[src/rtl/b64d_pkg.sv]
// ----------------------------------------------------------------------------
// b64d_pkg
// Shared types, constants and the symbol lookup for the base64 decoder.
// ----------------------------------------------------------------------------
package b64d_pkg;

  localparam int QDEPTH = 4;
  localparam int QAW    = $clog2(QDEPTH);

  localparam logic [7:0] CH_SPACE = 8'h20;
  localparam logic [7:0] CH_TAB   = 8'h09;
  localparam logic [7:0] CH_LF    = 8'h0A;
  localparam logic [7:0] CH_CR    = 8'h0D;
  localparam logic [7:0] CH_PAD   = 8'h3D;

  typedef enum logic [2:0] {
    KIND_DATA       = 3'd0,
    KIND_DONE       = 3'd1,
    KIND_BAD_SYMBOL = 3'd2,
    KIND_BAD_PAD    = 3'd3,
    KIND_BAD_END    = 3'd4
  } kind_t;

  typedef enum logic [1:0] {
    PAD_NONE = 2'd0,
    PAD_ONE  = 2'd1,
    PAD_TWO  = 2'd2
  } pad_mode_t;

  // One front-end decision: up to three data bytes, then an optional closing result
  typedef struct packed {
    logic [23:0] bytes;
    logic [1:0]  n_data;
    logic        has_end;
    kind_t       end_kind;
  } burst_t;

  typedef struct packed {
    logic       ok;
    logic [5:0] val;
  } sym_t;

  function automatic sym_t sym_lookup(input logic [7:0] c);
    sym_t s;
    s.ok  = 1'b1;
    s.val = 6'd0;
    if (c >= 8'h41 && c <= 8'h5A) begin
      s.val = 6'(c - 8'h41);
    end else if (c >= 8'h61 && c <= 8'h7A) begin
      s.val = 6'(c - 8'h61 + 8'd26);
    end else if (c >= 8'h30 && c <= 8'h39) begin
      s.val = 6'(c - 8'h30 + 8'd52);
    end else if (c == 8'h2B) begin
      s.val = 6'd62;
    end else if (c == 8'h2F) begin
      s.val = 6'd63;
    end else begin
      s.ok = 1'b0;
    end
    return s;
  endfunction

endpackage

[src/rtl/b64d_in_if.sv]
// ----------------------------------------------------------------------------
// b64d_in_if
// Character channel: one text byte and an end-of-message flag per transfer.
// ----------------------------------------------------------------------------
interface b64d_in_if;
  logic       valid;
  logic       ready;
  logic [7:0] in_char;
  logic       msg_last;

  modport source (output valid, output in_char, output msg_last, input ready);
  modport sink   (input valid, input in_char, input msg_last, output ready);
endinterface

[src/rtl/b64d_out_if.sv]
// ----------------------------------------------------------------------------
// b64d_out_if
// Result channel: decoded byte or status, with a last-of-item flag.
// ----------------------------------------------------------------------------
interface b64d_out_if;
  logic       valid;
  logic       ready;
  logic [7:0] out_byte;
  logic [2:0] kind;
  logic       run_last;

  modport source (output valid, output out_byte, output kind, output run_last,
                  input ready);
  modport sink   (input valid, input out_byte, input kind, input run_last,
                  output ready);
endinterface

[src/rtl/base64_decoder.sv]
// ----------------------------------------------------------------------------
// base64_decoder
// Streaming base64 text decoder: one character in, data bytes and status out.
// ----------------------------------------------------------------------------
// Path: results go through the burst queue, then the burst and output registers.
// Throughput: one character per cycle while the burst queue has room; results leave
//   one per cycle while the output is ready, so a character that closes a group with
//   the end flag (up to four results) holds input once the four-entry burst queue fills.
// Reset: synchronous, active low; clears group, padding and drop state, empties
//   the queue and drops any pending result.
module base64_decoder (
  input  logic       clk,
  input  logic       rst_n,
  b64d_in_if.sink    in_ch,
  b64d_out_if.source out_ch
);

  logic             q_ready;
  logic             push;
  b64d_pkg::burst_t push_burst;
  logic             pop;
  logic             head_valid;
  b64d_pkg::burst_t head_burst;

  b64d_front u_front (
    .clk        (clk),
    .rst_n      (rst_n),
    .in_ch      (in_ch),
    .q_ready    (q_ready),
    .push       (push),
    .push_burst (push_burst)
  );

  b64d_queue u_queue (
    .clk        (clk),
    .rst_n      (rst_n),
    .push       (push),
    .push_burst (push_burst),
    .push_ready (q_ready),
    .pop        (pop),
    .head_valid (head_valid),
    .head_burst (head_burst)
  );

  b64d_back u_back (
    .clk        (clk),
    .rst_n      (rst_n),
    .head_valid (head_valid),
    .head_burst (head_burst),
    .pop        (pop),
    .out_ch     (out_ch)
  );

endmodule

[src/rtl/b64d_front.sv]
// ----------------------------------------------------------------------------
// b64d_front
// Accepts characters, classifies them, tracks the group and padding state and
// pushes one burst descriptor per character that causes any result.
// ----------------------------------------------------------------------------
module b64d_front (
  input  logic              clk,
  input  logic              rst_n,
  b64d_in_if.sink           in_ch,
  input  logic              q_ready,
  output logic              push,
  output b64d_pkg::burst_t  push_burst
);

  logic [17:0]         group_bits_r, group_bits_nxt;
  logic [1:0]          group_pos_r, group_pos_nxt;
  b64d_pkg::pad_mode_t pad_mode_r, pad_mode_nxt;
  logic                dropping_r, dropping_nxt;

  logic            accept;
  logic            is_ws;
  logic            is_pad;
  logic            bad_pad;
  logic            bad_sym;
  logic [5:0]      sym_val;
  b64d_pkg::sym_t  sym;

  assign in_ch.ready = q_ready;
  assign accept      = in_ch.valid && q_ready;
  assign sym         = b64d_pkg::sym_lookup(in_ch.in_char);

  always_comb begin
    is_ws   = (in_ch.in_char == b64d_pkg::CH_SPACE) || (in_ch.in_char == b64d_pkg::CH_TAB) ||
              (in_ch.in_char == b64d_pkg::CH_LF)    || (in_ch.in_char == b64d_pkg::CH_CR);
    is_pad  = (in_ch.in_char == b64d_pkg::CH_PAD);
    bad_pad = is_pad && (pad_mode_r == b64d_pkg::PAD_NONE) && (group_pos_r < 2'd2);
    bad_sym = !is_ws && !is_pad && !sym.ok;
    sym_val = is_pad ? 6'd0 : sym.val;

    group_bits_nxt = group_bits_r;
    group_pos_nxt  = group_pos_r;
    pad_mode_nxt   = pad_mode_r;
    dropping_nxt   = dropping_r;
    push           = 1'b0;
    push_burst     = '{bytes: 24'd0, n_data: 2'd0, has_end: 1'b0,
                       end_kind: b64d_pkg::KIND_DONE};

    if (accept) begin
      if (dropping_r) begin
        // discard up to and including the end of the failed message
        if (in_ch.msg_last) begin
          dropping_nxt = 1'b0;
        end
      end else if (bad_pad || bad_sym) begin
        push                = 1'b1;
        push_burst.has_end  = 1'b1;
        push_burst.end_kind = bad_pad ? b64d_pkg::KIND_BAD_PAD : b64d_pkg::KIND_BAD_SYMBOL;
        group_bits_nxt      = 18'd0;
        group_pos_nxt       = 2'd0;
        pad_mode_nxt        = b64d_pkg::PAD_NONE;
        dropping_nxt        = !in_ch.msg_last;
      end else begin
        if (is_pad && (pad_mode_r == b64d_pkg::PAD_NONE)) begin
          pad_mode_nxt = (group_pos_r == 2'd2) ? b64d_pkg::PAD_ONE : b64d_pkg::PAD_TWO;
        end
        if (!is_ws) begin
          if (group_pos_r == 2'd3) begin
            push_burst.bytes = {group_bits_r, sym_val};
            unique case (pad_mode_nxt)
              b64d_pkg::PAD_ONE: push_burst.n_data = 2'd1;
              b64d_pkg::PAD_TWO: push_burst.n_data = 2'd2;
              default:           push_burst.n_data = 2'd3;
            endcase
            group_bits_nxt = 18'd0;
            group_pos_nxt  = 2'd0;
          end else begin
            group_bits_nxt = {group_bits_r[11:0], sym_val};
            group_pos_nxt  = group_pos_r + 2'd1;
          end
        end
        if (in_ch.msg_last) begin
          push_burst.has_end  = 1'b1;
          push_burst.end_kind = (group_pos_nxt == 2'd0) ? b64d_pkg::KIND_DONE
                                                         : b64d_pkg::KIND_BAD_END;
          group_bits_nxt      = 18'd0;
          group_pos_nxt       = 2'd0;
          pad_mode_nxt        = b64d_pkg::PAD_NONE;
        end
        push = (push_burst.n_data != 2'd0) || push_burst.has_end;
      end
    end
  end

  always_ff @(posedge clk) begin
    if (!rst_n) begin
      group_bits_r <= 18'd0;
      group_pos_r  <= 2'd0;
      pad_mode_r   <= b64d_pkg::PAD_NONE;
      dropping_r   <= 1'b0;
    end else begin
      group_bits_r <= group_bits_nxt;
      group_pos_r  <= group_pos_nxt;
      pad_mode_r   <= pad_mode_nxt;
      dropping_r   <= dropping_nxt;
    end
  end

  a_drop_silent: assert property (@(posedge clk) disable iff (!rst_n)
    dropping_r |-> !push)
    else $error("result pushed while dropping a failed message");

  a_push_nonempty: assert property (@(posedge clk) disable iff (!rst_n)
    push |-> (push_burst.n_data != 2'd0) || push_burst.has_end)
    else $error("empty burst pushed");

  a_error_starts_drop: assert property (@(posedge clk) disable iff (!rst_n)
    (push && push_burst.has_end && push_burst.n_data == 2'd0 && !in_ch.msg_last &&
     (push_burst.end_kind == b64d_pkg::KIND_BAD_SYMBOL ||
      push_burst.end_kind == b64d_pkg::KIND_BAD_PAD)) |=> dropping_r)
    else $error("error without entering drop mode");

endmodule

[src/rtl/b64d_queue.sv]
// ----------------------------------------------------------------------------
// b64d_queue
// Short burst queue between the classifier and the result sequencer.
// ----------------------------------------------------------------------------
module b64d_queue (
  input  logic              clk,
  input  logic              rst_n,
  input  logic              push,
  input  b64d_pkg::burst_t  push_burst,
  output logic              push_ready,
  input  logic              pop,
  output logic              head_valid,
  output b64d_pkg::burst_t  head_burst
);

  localparam logic [b64d_pkg::QAW:0] FULL_CNT = (b64d_pkg::QAW + 1)'(b64d_pkg::QDEPTH);

  b64d_pkg::burst_t          mem_r [b64d_pkg::QDEPTH];
  logic [b64d_pkg::QAW-1:0]  wr_ptr_r, rd_ptr_r;
  logic [b64d_pkg::QAW:0]    count_r, count_nxt;
  logic                      do_push, do_pop;

  assign push_ready = (count_r != FULL_CNT);
  assign head_valid = (count_r != '0);
  assign head_burst = mem_r[rd_ptr_r];
  assign do_push    = push && push_ready;
  assign do_pop     = pop && head_valid;

  always_comb begin
    count_nxt = count_r;
    if (do_push && !do_pop) begin
      count_nxt = count_r + 1'b1;
    end else if (do_pop && !do_push) begin
      count_nxt = count_r - 1'b1;
    end
  end

  always_ff @(posedge clk) begin
    if (do_push) begin
      mem_r[wr_ptr_r] <= push_burst;
    end
  end

  always_ff @(posedge clk) begin
    if (!rst_n) begin
      wr_ptr_r <= '0;
      rd_ptr_r <= '0;
      count_r  <= '0;
    end else begin
      if (do_push) begin
        wr_ptr_r <= wr_ptr_r + 1'b1;
      end
      if (do_pop) begin
        rd_ptr_r <= rd_ptr_r + 1'b1;
      end
      count_r <= count_nxt;
    end
  end

  a_count_bound: assert property (@(posedge clk) disable iff (!rst_n)
    count_r <= FULL_CNT)
    else $error("queue count beyond depth");

  a_no_overflow: assert property (@(posedge clk) disable iff (!rst_n)
    push |-> push_ready)
    else $error("push into a full queue");

  a_ptr_gap: assert property (@(posedge clk) disable iff (!rst_n)
    (wr_ptr_r - rd_ptr_r) == count_r[b64d_pkg::QAW-1:0])
    else $error("queue pointers disagree with count");

endmodule

[src/rtl/b64d_back.sv]
// ----------------------------------------------------------------------------
// b64d_back
// Unrolls each burst into single results, one per cycle while the output is
// ready, through a registered output stage.
// ----------------------------------------------------------------------------
module b64d_back (
  input  logic              clk,
  input  logic              rst_n,
  input  logic              head_valid,
  input  b64d_pkg::burst_t  head_burst,
  output logic              pop,
  b64d_out_if.source        out_ch
);

  b64d_pkg::burst_t cur_r;
  logic             busy_r, busy_nxt;
  logic [1:0]       idx_r, idx_nxt;

  logic             ov_r, ov_nxt;
  logic [7:0]       ob_r;
  b64d_pkg::kind_t  ok_r;
  logic             ol_r;

  logic             out_free;
  logic             emit;
  logic             emit_last;
  logic             emit_data;
  logic [2:0]       total;
  logic [7:0]       emit_byte;
  b64d_pkg::kind_t  emit_kind;

  assign out_free  = !ov_r || out_ch.ready;
  assign emit      = busy_r && out_free;
  assign total     = {1'b0, cur_r.n_data} + {2'b00, cur_r.has_end};
  assign emit_data = (idx_r < cur_r.n_data);
  assign emit_last = ({1'b0, idx_r} == (total - 3'd1));
  assign emit_kind = emit_data ? b64d_pkg::KIND_DATA : cur_r.end_kind;
  assign pop       = head_valid && (!busy_r || (emit && emit_last));

  always_comb begin
    case (idx_r)
      2'd0:    emit_byte = cur_r.bytes[23:16];
      2'd1:    emit_byte = cur_r.bytes[15:8];
      default: emit_byte = cur_r.bytes[7:0];
    endcase
    if (!emit_data) begin
      emit_byte = 8'd0;
    end
  end

  always_comb begin
    busy_nxt = busy_r;
    idx_nxt  = idx_r;
    if (pop) begin
      busy_nxt = 1'b1;
      idx_nxt  = 2'd0;
    end else if (emit) begin
      if (emit_last) begin
        busy_nxt = 1'b0;
      end else begin
        idx_nxt = idx_r + 2'd1;
      end
    end
    ov_nxt = emit ? 1'b1 : (out_ch.ready ? 1'b0 : ov_r);
  end

  always_ff @(posedge clk) begin
    if (!rst_n) begin
      busy_r <= 1'b0;
      idx_r  <= 2'd0;
      ov_r   <= 1'b0;
    end else begin
      busy_r <= busy_nxt;
      idx_r  <= idx_nxt;
      ov_r   <= ov_nxt;
    end
  end

  always_ff @(posedge clk) begin
    if (pop) begin
      cur_r <= head_burst;
    end
    if (emit) begin
      ob_r <= emit_byte;
      ok_r <= emit_kind;
      ol_r <= emit_last;
    end
  end

  assign out_ch.valid    = ov_r;
  assign out_ch.out_byte = ob_r;
  assign out_ch.kind     = ok_r;
  assign out_ch.run_last = ol_r;

  a_status_closes: assert property (@(posedge clk) disable iff (!rst_n)
    (ov_r && ok_r != b64d_pkg::KIND_DATA) |-> ol_r)
    else $error("status result not marked last");

  a_idx_in_range: assert property (@(posedge clk) disable iff (!rst_n)
    busy_r |-> ({1'b0, idx_r} < total))
    else $error("result index past end of burst");

  a_status_byte_zero: assert property (@(posedge clk) disable iff (!rst_n)
    (ov_r && ok_r != b64d_pkg::KIND_DATA) |-> (ob_r == 8'd0))
    else $error("status result carries a non-zero byte");

endmodule
[src/flat_wrapper.sv]
// flat-port wrapper written by rule: the top's interface ports become plain ports
module base64_decoder_flat 
  (clk, rst_n, in_ch_valid, in_ch_in_char, in_ch_msg_last, in_ch_ready, out_ch_valid, out_ch_out_byte, out_ch_kind, out_ch_run_last, out_ch_ready);
  b64d_in_if in_ch_i ();
  b64d_out_if out_ch_i ();
  input  logic clk;
  input  logic rst_n;
  input wire logic [$bits(in_ch_i.valid)-1:0] in_ch_valid;
  input wire logic [$bits(in_ch_i.in_char)-1:0] in_ch_in_char;
  input wire logic [$bits(in_ch_i.msg_last)-1:0] in_ch_msg_last;
  output wire logic [$bits(in_ch_i.ready)-1:0] in_ch_ready;
  output wire logic [$bits(out_ch_i.valid)-1:0] out_ch_valid;
  output wire logic [$bits(out_ch_i.out_byte)-1:0] out_ch_out_byte;
  output wire logic [$bits(out_ch_i.kind)-1:0] out_ch_kind;
  output wire logic [$bits(out_ch_i.run_last)-1:0] out_ch_run_last;
  input wire logic [$bits(out_ch_i.ready)-1:0] out_ch_ready;
  assign in_ch_i.valid = in_ch_valid;
  assign in_ch_i.in_char = in_ch_in_char;
  assign in_ch_i.msg_last = in_ch_msg_last;
  assign in_ch_ready = in_ch_i.ready;
  assign out_ch_valid = out_ch_i.valid;
  assign out_ch_out_byte = out_ch_i.out_byte;
  assign out_ch_kind = out_ch_i.kind;
  assign out_ch_run_last = out_ch_i.run_last;
  assign out_ch_i.ready = out_ch_ready;
  base64_decoder u_core (.clk(clk), .rst_n(rst_n), .in_ch(in_ch_i), .out_ch(out_ch_i));
endmodule
[config.mk]
export PLATFORM = sky130hd
export DESIGN_NAME = base64_decoder_flat
export DESIGN_NICKNAME = d
export VERILOG_FILES = /design/src/rtl/b64d_pkg.sv /design/src/rtl/b64d_in_if.sv /design/src/rtl/b64d_out_if.sv /design/src/rtl/base64_decoder.sv /design/src/rtl/b64d_front.sv /design/src/rtl/b64d_queue.sv /design/src/rtl/b64d_back.sv /design/src/flat_wrapper.sv
export SDC_FILE = /design/constraint.sdc
export NUM_CORES = 1
export LEC_CHECK = 0
export ABC_CLOCK_PERIOD_IN_PS = 4400
export BUFFER_PORTS_ARGS = -buffer_cell sky130_fd_sc_hd__buf_2
export CAP_MARGIN = 20
export CORE_MARGIN = 8
export CORE_UTILIZATION = 66
export DETAILED_ROUTE_END_ITERATION = 10
export PLACE_DENSITY = 0.84
export SYNTH_ARGS = -nofsm -noshare
export SYNTH_HDL_FRONTEND = slang
export SYNTH_SLANG_ARGS = --single-unit
[constraint.sdc]
create_clock -name clk -period 4.4 [get_ports clk]
set_input_delay 0 -clock clk [delete_from_list [all_inputs] [get_ports clk]]
set_output_delay 0 -clock clk [all_outputs]
set_load 0.01 [all_outputs]
# After elaboration in Yosys (flattened, before gate mapping)
# Memories as Yosys holds them, arrays and structs flattened. A register that Yosys moved wholly into a read port is not among the register bits.
# Index checks and enable logic that the tools add are counted.
# totals
elab_cells	158
ramBits	120
memories	1
input_bits	13
ff_bits	46
# op_classes
bitwise	3
addsub	13
n_reduce_logical	44
muxes	61
magnitude_cmp	8
eq_ne	15
# mem_list
name	words	width	read_ports	rd_ports_with_merged_regs	write_ports	line	text
u_core.u_queue.mem_r	4	30	1	1	1	b64d_queue.sv:18	b64d_pkg::burst_t mem_r [b64d_pkg::QDEPTH];
# ops
operator	count
$mux 26	6
$mux 18	4
$mux 30	2
$mux 6	6
$eq 8x6->1 const B	4
$mux 2	14
$eq 8x4->1 const B	3
$mux 4	5
$mux 1	19
$ge 8x7->1 const B	2
$le 8x7->1 const B	2
$pmux 8 s2	1
$logic_and 1x1->1	15
$sub 6x6->6 const B	2
$reduce_bool 2->1	5
$mux 3	3
$add 2x1->2 const B	4
$ge 8x6->1 const B	1
$le 8x6->1 const B	1
$logic_not 1->1	8
$logic_or 1x1->1	7
$add 6x5->6 const B	1
$add 6x6->6 const B	1
$eq 2x2->1 const B	3
other kinds (17)	25

# Longest topological paths before layout
# Gate-level depths: netlist (run 1).
# logic_depth
ltp_word	29
ltp_mapped	14
ltp_nobuf	13

# Cells and area by module
# Synthesis (run 1) repeated with hierarchy kept, for this count alone.
# unflattened
hier_cells	571
hier_area_um2	8584.5
# modules_own_cells
module	seq_area_each_um2	n_inst	cells_per_inst	area_per_inst_um2
b64d_queue	3783.6	1	204	4834.6
b64d_front	460.4	1	256	1976.9
b64d_back	1341.3	1	111	1773.0

# Least setup slack after synthesis (run 1)
# Ideal clock, no wire load.
# synth_path
kind	flip-flop to flip-flop
startpoint	register, netlist name u_core.u_back.cur_r[3]
endpoint	register u_core.u_queue.rd_ptr_r[1] (netlist bit)
setup_slack_ps	1618
period_less_slack_ps	2782
n_path_buf	0
stages_incl_launch_ff	12
t_arrival_ps	2667
cell_sequence	edfxtp_1 inv_1 ha_1 ha_1 xnor2_1 or3_1 o21ai_0 o31ai_1 inv_1 nand2_1 xnor2_1 and2_1
# synth_between
elab_chain_len	7
# synth_lines
element	line	text
$add 2x1->3	b64d_back.sv:34	assign total = {1'b0, cur_r.n_data} + {2'b00, cur_r.has_end};
$sub 3x1->3	b64d_back.sv:36	assign emit_last = ({1'b0, idx_r} == (total - 3'd1));
$eq 2x3->1	b64d_back.sv:36	
$logic_and 1x1->1	b64d_back.sv:38	assign pop = head_valid && (!busy_r || (emit && emit_last));
$logic_or 1x1->1	b64d_back.sv:38	
$logic_and 1x1->1	b64d_back.sv:38	
named net u_core.pop	base64_decoder.sv:21	logic pop;
$logic_and 1x1->1	b64d_queue.sv:27	assign do_pop = pop && head_valid;
end signal, assigned	b64d_queue.sv:54	rd_ptr_r <= rd_ptr_r + 1'b1;
end, declared	b64d_queue.sv:19	logic [b64d_pkg::QAW-1:0] wr_ptr_r, rd_ptr_r;
# The timed path passes the listed nets, and every way through them passes these cells.
# A chain may end at the register's enable or synchronous reset.

# Worst setup path in the final report (run 1)
# layout_path
startpoint	register u_core.u_front.pad_mode_r[1]
endpoint	register u_core.u_queue.count_r[2] (netlist bit)
# layout_between
elab_chain_len	22
# layout_lines
element	line	text
start, declared	b64d_front.sv:17	b64d_pkg::pad_mode_t pad_mode_r, pad_mode_nxt;
start signal, assigned	b64d_front.sv:98	pad_mode_r <= b64d_pkg::PAD_NONE;
start signal, assigned	b64d_front.sv:103	pad_mode_r <= pad_mode_nxt;
$logic_not 2->1	b64d_front.sv:36, b64d_front.sv:63	
$logic_and 1x1->1	b64d_front.sv:36, b64d_front.sv:63	
$mux 2	b64d_front.sv:63	if (is_pad && (pad_mode_r == b64d_pkg::PAD_NONE)) begin
$mux 2	b64d_front.sv:54	end else if (bad_pad || bad_sym) begin
$mux 2	b64d_front.sv:49	if (dropping_r) begin
$mux 2	b64d_front.sv:48	if (accept) begin
$eq 2x2->1 / $eq 2x1->1 (equally long branches)	b64d_front.sv:69	unique case (pad_mode_nxt)
$pmux 2 s2	b64d_front.sv:69	
[... 7 more ...]	--	
$mux 1 *	b64d_front.sv:54	
$mux 1 *	b64d_front.sv:49	
$mux 1 *	b64d_front.sv:48	
$logic_and 1x1->1 *	b64d_queue.sv:26	assign do_push = push && push_ready;
named net u_core.u_queue.do_push	b64d_queue.sv:21	logic do_push, do_pop;
$logic_not 1->1	b64d_queue.sv:33	end else if (do_pop && !do_push) begin
$logic_and 1x1->1	b64d_queue.sv:33	
$reduce_bool 2->1 (no line)	--	
end signal, assigned	b64d_queue.sv:56	count_r <= count_nxt;
end, declared	b64d_queue.sv:20	logic [b64d_pkg::QAW:0] count_r, count_nxt;
# Mark *: on every way through the listed nets, which the timed path passes. The rest lies on a longest branch. The select of a mux whose other input is x is not followed.

==> flow_summary_export.csv, run 1 <==
group,metric,value,unit
setup_path,path_max_fanout,20,
place,gp_congestion,0.844,
grt,grt_pass1_wl,26300,um
timing,finalSetupTns,0,ps
power_and_ir_drop,internal_power,3.78,mW
outcome,status,"completed",
cts,clockBufferDepth,2,
setup_path,timing_worst_setup_path_type,"flip-flop to flip-flop",
yosys,ys_seq_elements,196,
power_and_ir_drop,p_comb_share,22.1,%
drt,avgRoutedWirePerCell,22.0,um
power_and_ir_drop,p_per_area,583,nW/um2
place,io_buffers,26,
setup_path,reg2reg_slack,1210,ps
drt,drtPass1Iterations,7,
power_and_ir_drop,switchingPower,1.58,mW
grt,grt_max_degree,34,
timing,rsz0062_at_grt,"false",
setup_path,r2r_end,"u_core.u_queue.count_r[2]$_SDFFE_PN0P_",
grt,grt_overflow,0,
yosys,synth_edf_count,162,
yosys,postSynthCellCount,543,
yosys,synth_cell_types,62,
min_path,hold_path_startpoint,"in_ch_in_char[1]",
floorplanning,start_util,66.5,%
setup_path,critical_path_arrival,3530,ps
yosys,synth-async-reset-ratio,0,%
floorplanning,placementRows,41,
drt,drc,0,
min_path,hp-class,"primary input to flip-flop",
finish,multi_input_area,2560,um2
floorplanning,core,12500,um2
finish,finalNetCount,609,
timing,worst_slack,1210,ps
finish,drive_gt1_share,18.6,%
timing,finalSetupViolations,0,
timing,finalCritPeriodShare,72.6,%
yosys,yosysSeqAreaShare,66.9,%
yosys,syn-num-nets,578,
power_and_ir_drop,ir_drop,0.000289,V
run,drv_cap,0,
power_and_ir_drop,p_leak,3.21,nW
finish,diodes,0,
timing,hold_viol_final,0,
cts,cts_tree,"done",
floorplanning,ios,27,
drt,routed_wl,16700,um
setup_path,startpoint_type,"flip-flop",
floorplanning,die_y,128,um
setup_path,rr_worst_depth,10,
setup_path,crit_required,4730,ps
grt,track_usage,21.7,%
min_path,hold_end,"u_core.u_front.group_bits_r[1]$_SDFFE_PN0P_",
setup_path,critPathCaptureType,"flip-flop",
timing,timing.fmax,313,MHz
grt,first_global_vias,4743,
setup_path,r2r-start,"u_core.u_front.pad_mode_r[1]$_SDFFE_PN0P_",
place,hpwl,10200,um
power_and_ir_drop,pwr-share-seq,49.5,%
cts,clock_latency,440,ps
place,post-place-ws,1030,ps
power_and_ir_drop,swShare,29.4,%
drt,vias_per_cell,6.22,
power_and_ir_drop,clkPwrFrac,28.4,%
timing,maxSlewHeadroom,40.8,%
finish,n_fill_cell,745,
yosys,yosys_warnings,0,
drt,dr_total_vias,4722,
yosys,syn_area,8290,um2
floorplanning,die-area,16400,um2
floorplanning,die_w,128,um
cts,ctsRootBufferMaster,"clkbuf_16",
cts,clock-sinks,196,
timing,worst_pin_slew,880,ps
cts,htree_levels,4,
timing,fin_crit,3190,ps
cts,cts_resized,0,
timing,slew_violations,0,
cts,cts_buffers,17,
timing,fin_skew,8.82,ps
min_path,whs_path_depth,5,
cts,clkTransAtPathRegs,70,ps
yosys,synth_area_per_cell,15.3,um2
grt,antenna_found_initial,0,
finish,regArea,5550,um2
yosys,ys.flop_type,"edfxtp_1",
finish,syn2layout_area_growth,11.0,%
drt,detail-route-antenna-nets,0,
drt,first_iter_violations,458,
## layer usage
layer  GRT usage [%]  part of all wire [%]  wire length (um)  vias up
li1                -                     -                 -     2134
met1            26.1                    41              6870     2385
met3            4.24                   5.8               968       19
met2            38.6                    52              8620      184
met4            6.57                   1.4               239        0
met5               0                     0                 0        -
## placed cells by master (no fill, tap or decap), types with 3 or more instances in the layout
master	instances
a21oi_1	16
nand3_1	15
inv_1	19
clkinv_4	3
nor2b_1	20
nand2_1	26
a22oi_1	21
buf_2	26
dlygate4sd3_1	3
and3_1	6
mux4_2	30
o21ai_0	10
inv_6	5
nor3_1	6
dfxtp_1	32
buf_4	7
a31oi_1	4
nand2b_1	3
ha_1	21
nor2_1	28
clkbuf_16	17
xnor2_1	14
o21ai_1	3
edfxtp_1	162
and2_1	31
## metrics by stage
step,instance area [um2],utilization (%),instances,power [mW],hold WS (ps)
floorplan,8290,-,543,3.48,163
global placement,8570,68.8,723,3.80,347
detailed placement,8570,68.8,723,3.86,356
CTS,9190,73.7,758,5.38,60.8
global route,9200,73.8,759,5.59,92.3
finish,9200,73.8,759,5.36,62.4
## power by group through the flow
stage                     clock (mW)  sequential, mW  combinational (mW)
after floorplan                    0            2.63               0.852
after global placement             0            2.67                1.13
after detailed placement           0            2.69                1.17
after CTS                       1.53            2.66                1.20
after global routing            1.60            2.69                1.30
final                           1.52            2.65                1.19
## final cells by class
class / instances / share of cell area, %
clock buffers: 17 / 4.62
clock inverters: 15 / 1.80
inverters: 19 / 0.775
multi-input cells: 304 / 27.8
flip-flops and latches: 196 / 60.3
well taps: 172 / 2.34
repair buffers: 36 / 2.31
## sequential cells by signal (all words and copies together), names as in the netlist
| name | cells |
|---|---|
| u_core.u_front.pad_mode_r | 2 |
| u_core.u_queue.count_r | 3 |
| u_core.u_queue.rd_ptr_r | 2 |
| u_core.u_back.out_ch.valid | 1 |
| u_core.u_back.out_ch.run_last | 1 |
| u_core.u_queue.mem_r | 120 |
| u_core.u_queue.wr_ptr_r | 2 |
| u_core.u_back.out_ch.kind | 3 |
| u_core.u_back.cur_r | 30 |
| u_core.u_back.out_ch.out_byte | 8 |
| u_core.u_front.group_pos_r | 2 |
| u_core.u_front.group_bits_r | 18 |
| u_core.u_back.idx_r | 2 |
| u_core.u_front.dropping_r | 1 |
| u_core.u_back.busy_r | 1 |
## cells in the mapped netlist (all sizes together) (6+ instances only)
master  count  area (um2)
edfxtp    162        4860
dfxtp      34         681
and2       32         200
mux4       30         676
nor2       28         105
nand2      26        97.6
a22oi      21         158
ha         21         263
nor2b      20         125
inv        19        71.3
a21oi      18         105
nand3      15        75.1
buf        14        71.3
xnor2      14         123
o21ai      13        65.1
clkbuf     10        40.0
and3        6        37.5
nor3        6        30.0
## logic make-up after synthesis
logic type / Yosys count / share of synthesized area [%]
xor+xnor: 16 / 1.69
compound gates: 84 / 7.56
mux: 32 / 8.39
buf+inv: 43 / 2.20
fa+ha+maj: 22 / 3.41
flops: 196 / 66.9
simple gates: 150 / 9.84
## worst max path at each step
stage,start,end
final,u_core.u_front.pad_mode_r[1]$_SDFFE_PN0P_,u_core.u_queue.count_r[2]$_SDFFE_PN0P_
after global routing,u_core.u_front.group_pos_r[1]$_SDFFE_PN0P_,u_core.u_queue.count_r[2]$_SDFFE_PN0P_
after CTS,u_core.u_back.cur_r[3]$_DFFE_PP_,u_core.u_queue.count_r[2]$_SDFFE_PN0P_
after detailed placement,in_ch_in_char[0],u_core.u_queue.count_r[2]$_SDFFE_PN0P_
after global placement,in_ch_in_char[2],u_core.u_queue.count_r[2]$_SDFFE_PN0P_
after floorplan,u_core.u_back.cur_r[3]$_DFFE_PP_,u_core.u_queue.rd_ptr_r[1]$_SDFFE_PN0P_
## worst max-delay path, cell delays in order, from the launching register on
cell	delay, ps
dfxtp_1	340
nor3_1	410
a41oi_2	250
a31o_2	440
a21oi_4	280
ha_1	220
inv_1	60
fa_1	370
xor2_1	170
or3_1	300
a21boi_0	250
## what timing repair did
item                      4_1_cts  5_1_grt
buffers inserted                0        0
hold endpoints to repair        3        0
hold buffers                    3        0
No activity file was read; power rests on OpenSTA's default activity.
==> inputs of run 2 (changes only) <==
--- a/config.mk
+++ b/config.mk
@@ -5,13 +5,13 @@
 export SDC_FILE = /design/constraint.sdc
 export NUM_CORES = 1
 export LEC_CHECK = 0
-export ABC_CLOCK_PERIOD_IN_PS = 4400
+export ABC_CLOCK_PERIOD_IN_PS = 2700
 export BUFFER_PORTS_ARGS = -buffer_cell sky130_fd_sc_hd__buf_2
 export CAP_MARGIN = 20
 export CORE_MARGIN = 8
-export CORE_UTILIZATION = 66
+export CORE_UTILIZATION = 56
 export DETAILED_ROUTE_END_ITERATION = 10
-export PLACE_DENSITY = 0.84
+export PLACE_DENSITY = 0.76
 export SYNTH_ARGS = -nofsm -noshare
 export SYNTH_HDL_FRONTEND = slang
 export SYNTH_SLANG_ARGS = --single-unit
==> constraint.sdc (replaced) <==
create_clock -name clk -period 2.7 [get_ports clk]
set_input_delay 0 -clock clk [delete_from_list [all_inputs] [get_ports clk]]
set_output_delay 0 -clock clk [all_outputs]
set_load 0.01 [all_outputs]
==> flow_summary_export.csv, run 2 (synthesized netlist as in run 1, its figures left out) <==
group,metric,value,unit
power_and_ir_drop,clkPwrFrac,27.6,%
timing,finalSetupViolations,0,
min_path,hold_path_startpoint,"rst_n",
place,dp_cells,764,
setup_path,reg2reg_slack,60,ps
power_and_ir_drop,swShare,27.9,%
drt,detail-route-antenna-nets,0,
drt,dr_total_vias,4859,
setup_path,timing_worst_setup_path_type,"flip-flop to flip-flop",
floorplanning,ios,27,
timing,maxSlewHeadroom,58.9,%
power_and_ir_drop,internal_power,6.54,mW
cts,cts_tree,"done",
finish,design_area,9570,um2
cts,clkTransAtPathRegs,70,ps
floorplanning,core,14500,um2
grt,grt_pass1_wl,25500,um
drt,routed_wl,16000,um
drt,first_iter_violations,464,
cts,cts_buffers,17,
grt,grt_overflow,0,
finish,drive_gt1_share,24.0,%
finish,diodes,0,
power_and_ir_drop,switchingPower,2.53,mW
power_and_ir_drop,p_comb_share,25.8,%
finish,regArea,5550,um2
min_path,hold_end,"u_core.u_queue.wr_ptr_r[1]$_SDFFE_PN0P_",
min_path,hp-class,"primary input to flip-flop",
run,drv_cap,0,
finish,top_regs,"u_core.u_queue.mem_r x120, u_core.u_back.cur_r x30, u_core.u_front.group_bits_r x18",
setup_path,r2r_end,"u_core.u_queue.count_r[2]$_SDFFE_PN0P_",
finish,syn2layout_area_growth,15.5,%
finish,multi_input_area,2640,um2
drt,avgRoutedWirePerCell,20.0,um
grt,track_usage,18.0,%
drt,vias_per_cell,6.07,
finish,largest_reg_flops,120,
timing,timing.fmax,379,MHz
timing,slew_violations,0,
timing,finalSetupTns,0,ps
place,gp_congestion,0.896,
outcome,status,"completed",
setup_path,path_max_fanout,2,
floorplanning,placementRows,44,
cts,clock-sinks,196,
setup_path,startpoint_type,"flip-flop",
setup_path,crit_required,3070,ps
timing,fin_crit,2640,ps
power_and_ir_drop,pwr-share-seq,46.6,%
place,io_buffers,26,
finish,layout_commonest_cell,"edfxtp_1",
timing,worst_pin_slew,608,ps
finish,registers.top_by_ff_count,"u_core.u_queue.mem_r",
finish,mostFrequentLayoutCells,"edfxtp_1 (162), dfxtp_1 (32), and2_1 (31), buf_4 (31), mux4_2 (30)",
grt,grt_max_degree,34,
power_and_ir_drop,power,9.07,mW
cts,clock_latency,430,ps
grt,first_global_vias,4965,
setup_path,r2r-start,"u_core.u_back.cur_r[4]$_DFFE_PP_",
floorplanning,die-area,19000,um2
cts,htree_levels,4,
floorplanning,start_util,57.3,%
finish,finalNetCount,638,
floorplanning,die_y,138,um
setup_path,critical_path_arrival,3010,ps
setup_path,critPathCaptureType,"flip-flop",
timing,rsz0062_at_grt,"true",
power_and_ir_drop,ir_drop,0.000559,V
place,hpwl,10600,um
setup_path,rr_worst_depth,13,
timing,hold_viol_final,0,
power_and_ir_drop,p_leak,3.36,nW
timing,finalCritPeriodShare,97.8,%
floorplanning,die_w,138,um
finish,fin_util,66.1,%
place,post_dp_cell_area,8860,um2
finish,instances_no_fill,800,
timing,fin_skew,11.0,ps
drt,drtPass1Iterations,6,
drt,drc,0,
power_and_ir_drop,p_per_area,947,nW/um2
cts,ctsRootBufferMaster,"clkbuf_16",
cts,clockBufferDepth,2,
grt,antenna_found_initial,0,
finish,n_fill_cell,964,
min_path,whs_path_depth,3,
-- run 2: changes by cell type in the layout (fill, tap and decap cells not counted), sizes merged --
cell,delta
clkinvlp,+2
buf,+29
inv,-5
clkbuf,+3
clkinv,-2
bufinv,+2
-- run 2: how the worst max path moves through the flow --
| stage | slack (ps) | startpoint | end |
|---|---|---|---|
| floorplan | 1 | u_core.u_front.pad_mode_r[1]$_SDFFE_PN0P_ | u_core.u_queue.count_r[2]$_SDFFE_PN0P_ |
| detailed placement | -100 | u_core.u_back.cur_r[3]$_DFFE_PP_ | u_core.u_queue.count_r[2]$_SDFFE_PN0P_ |
| global route | -30 | u_core.u_back.cur_r[4]$_DFFE_PP_ | u_core.u_queue.count_r[2]$_SDFFE_PN0P_ |
| finish | 60 | u_core.u_back.cur_r[4]$_DFFE_PP_ | u_core.u_queue.count_r[2]$_SDFFE_PN0P_ |
| CTS | -3 | u_core.u_back.cur_r[3]$_DFFE_PP_ | u_core.u_queue.count_r[2]$_SDFFE_PN0P_ |
| global placement | 30 | u_core.u_back.cur_r[3]$_DFFE_PP_ | u_core.u_queue.count_r[2]$_SDFFE_PN0P_ |
-- run 2: area by class of cell --
class / instances / area share (%)
Inverter: 19 / 0.745
Clock buffer: 20 / 4.56
Sequential cell: 196 / 58.0
Tap cell: 184 / 2.41
Clock inverter: 12 / 1.62
Multi-Input combinational cell: 304 / 27.6
Timing Repair Buffer: 65 / 5.15
-- run 2: power by group through the flow --
| stage | registers [mW] | logic [mW] | clock network (mW) |
|---|---|---|---|
| 3_5_place_dp | 4.28 | 2.19 | 0 |
| 3_3_place_gp | 4.23 | 2.11 | 0 |
| 6_report | 4.23 | 2.34 | 2.50 |
| 5_1_grt | 4.27 | 2.54 | 2.66 |
| 4_1_cts | 4.22 | 2.23 | 2.55 |
| 2_1_floorplan | 4.28 | 1.39 | 0 |
-- run 2: metal layers --
metal  share of wire [%]  vias up  GRT usage [%]
met5                   0        -              0
li1                    -     2189              -
met3                 5.4       64           3.50
met2                  50      210           29.9
met4                 3.5        0           10.7
met1                  42     2396           21.3
-- run 2: repair_timing --
item | 4_1_cts | 5_1_grt
hold buffers | 3 | 0
hold endpoints to repair | 4 | 0
endpoints found under the setup margin | 2 | 3
gates resized for setup | 6 | 13
pin swaps | 3 | 7
setup buffers | 0 | 1
gates cloned | 0 | 0
-- run 2: stage by stage --
step | setup WS [ps] | hold WS (ps)
2_1_floorplan | 0.952 | 163
3_3_place_gp | 34.5 | 350
3_5_place_dp | -96.7 | 353
4_1_cts | -2.78 | 114
5_1_grt | -28.2 | 158
6_report | 58.9 | 125
-- run 2: worst max-delay path, stage by stage (launching register included) --
cell,delay [ps]
edfxtp_1,380
inv_2,90
ha_4,140
ha_4,190
xnor2_1,120
or3_4,350
o21ai_4,190
o31ai_4,100
ha_2,190
inv_2,60
fa_2,190
xor2_1,70
or3_1,390
a21boi_2,120
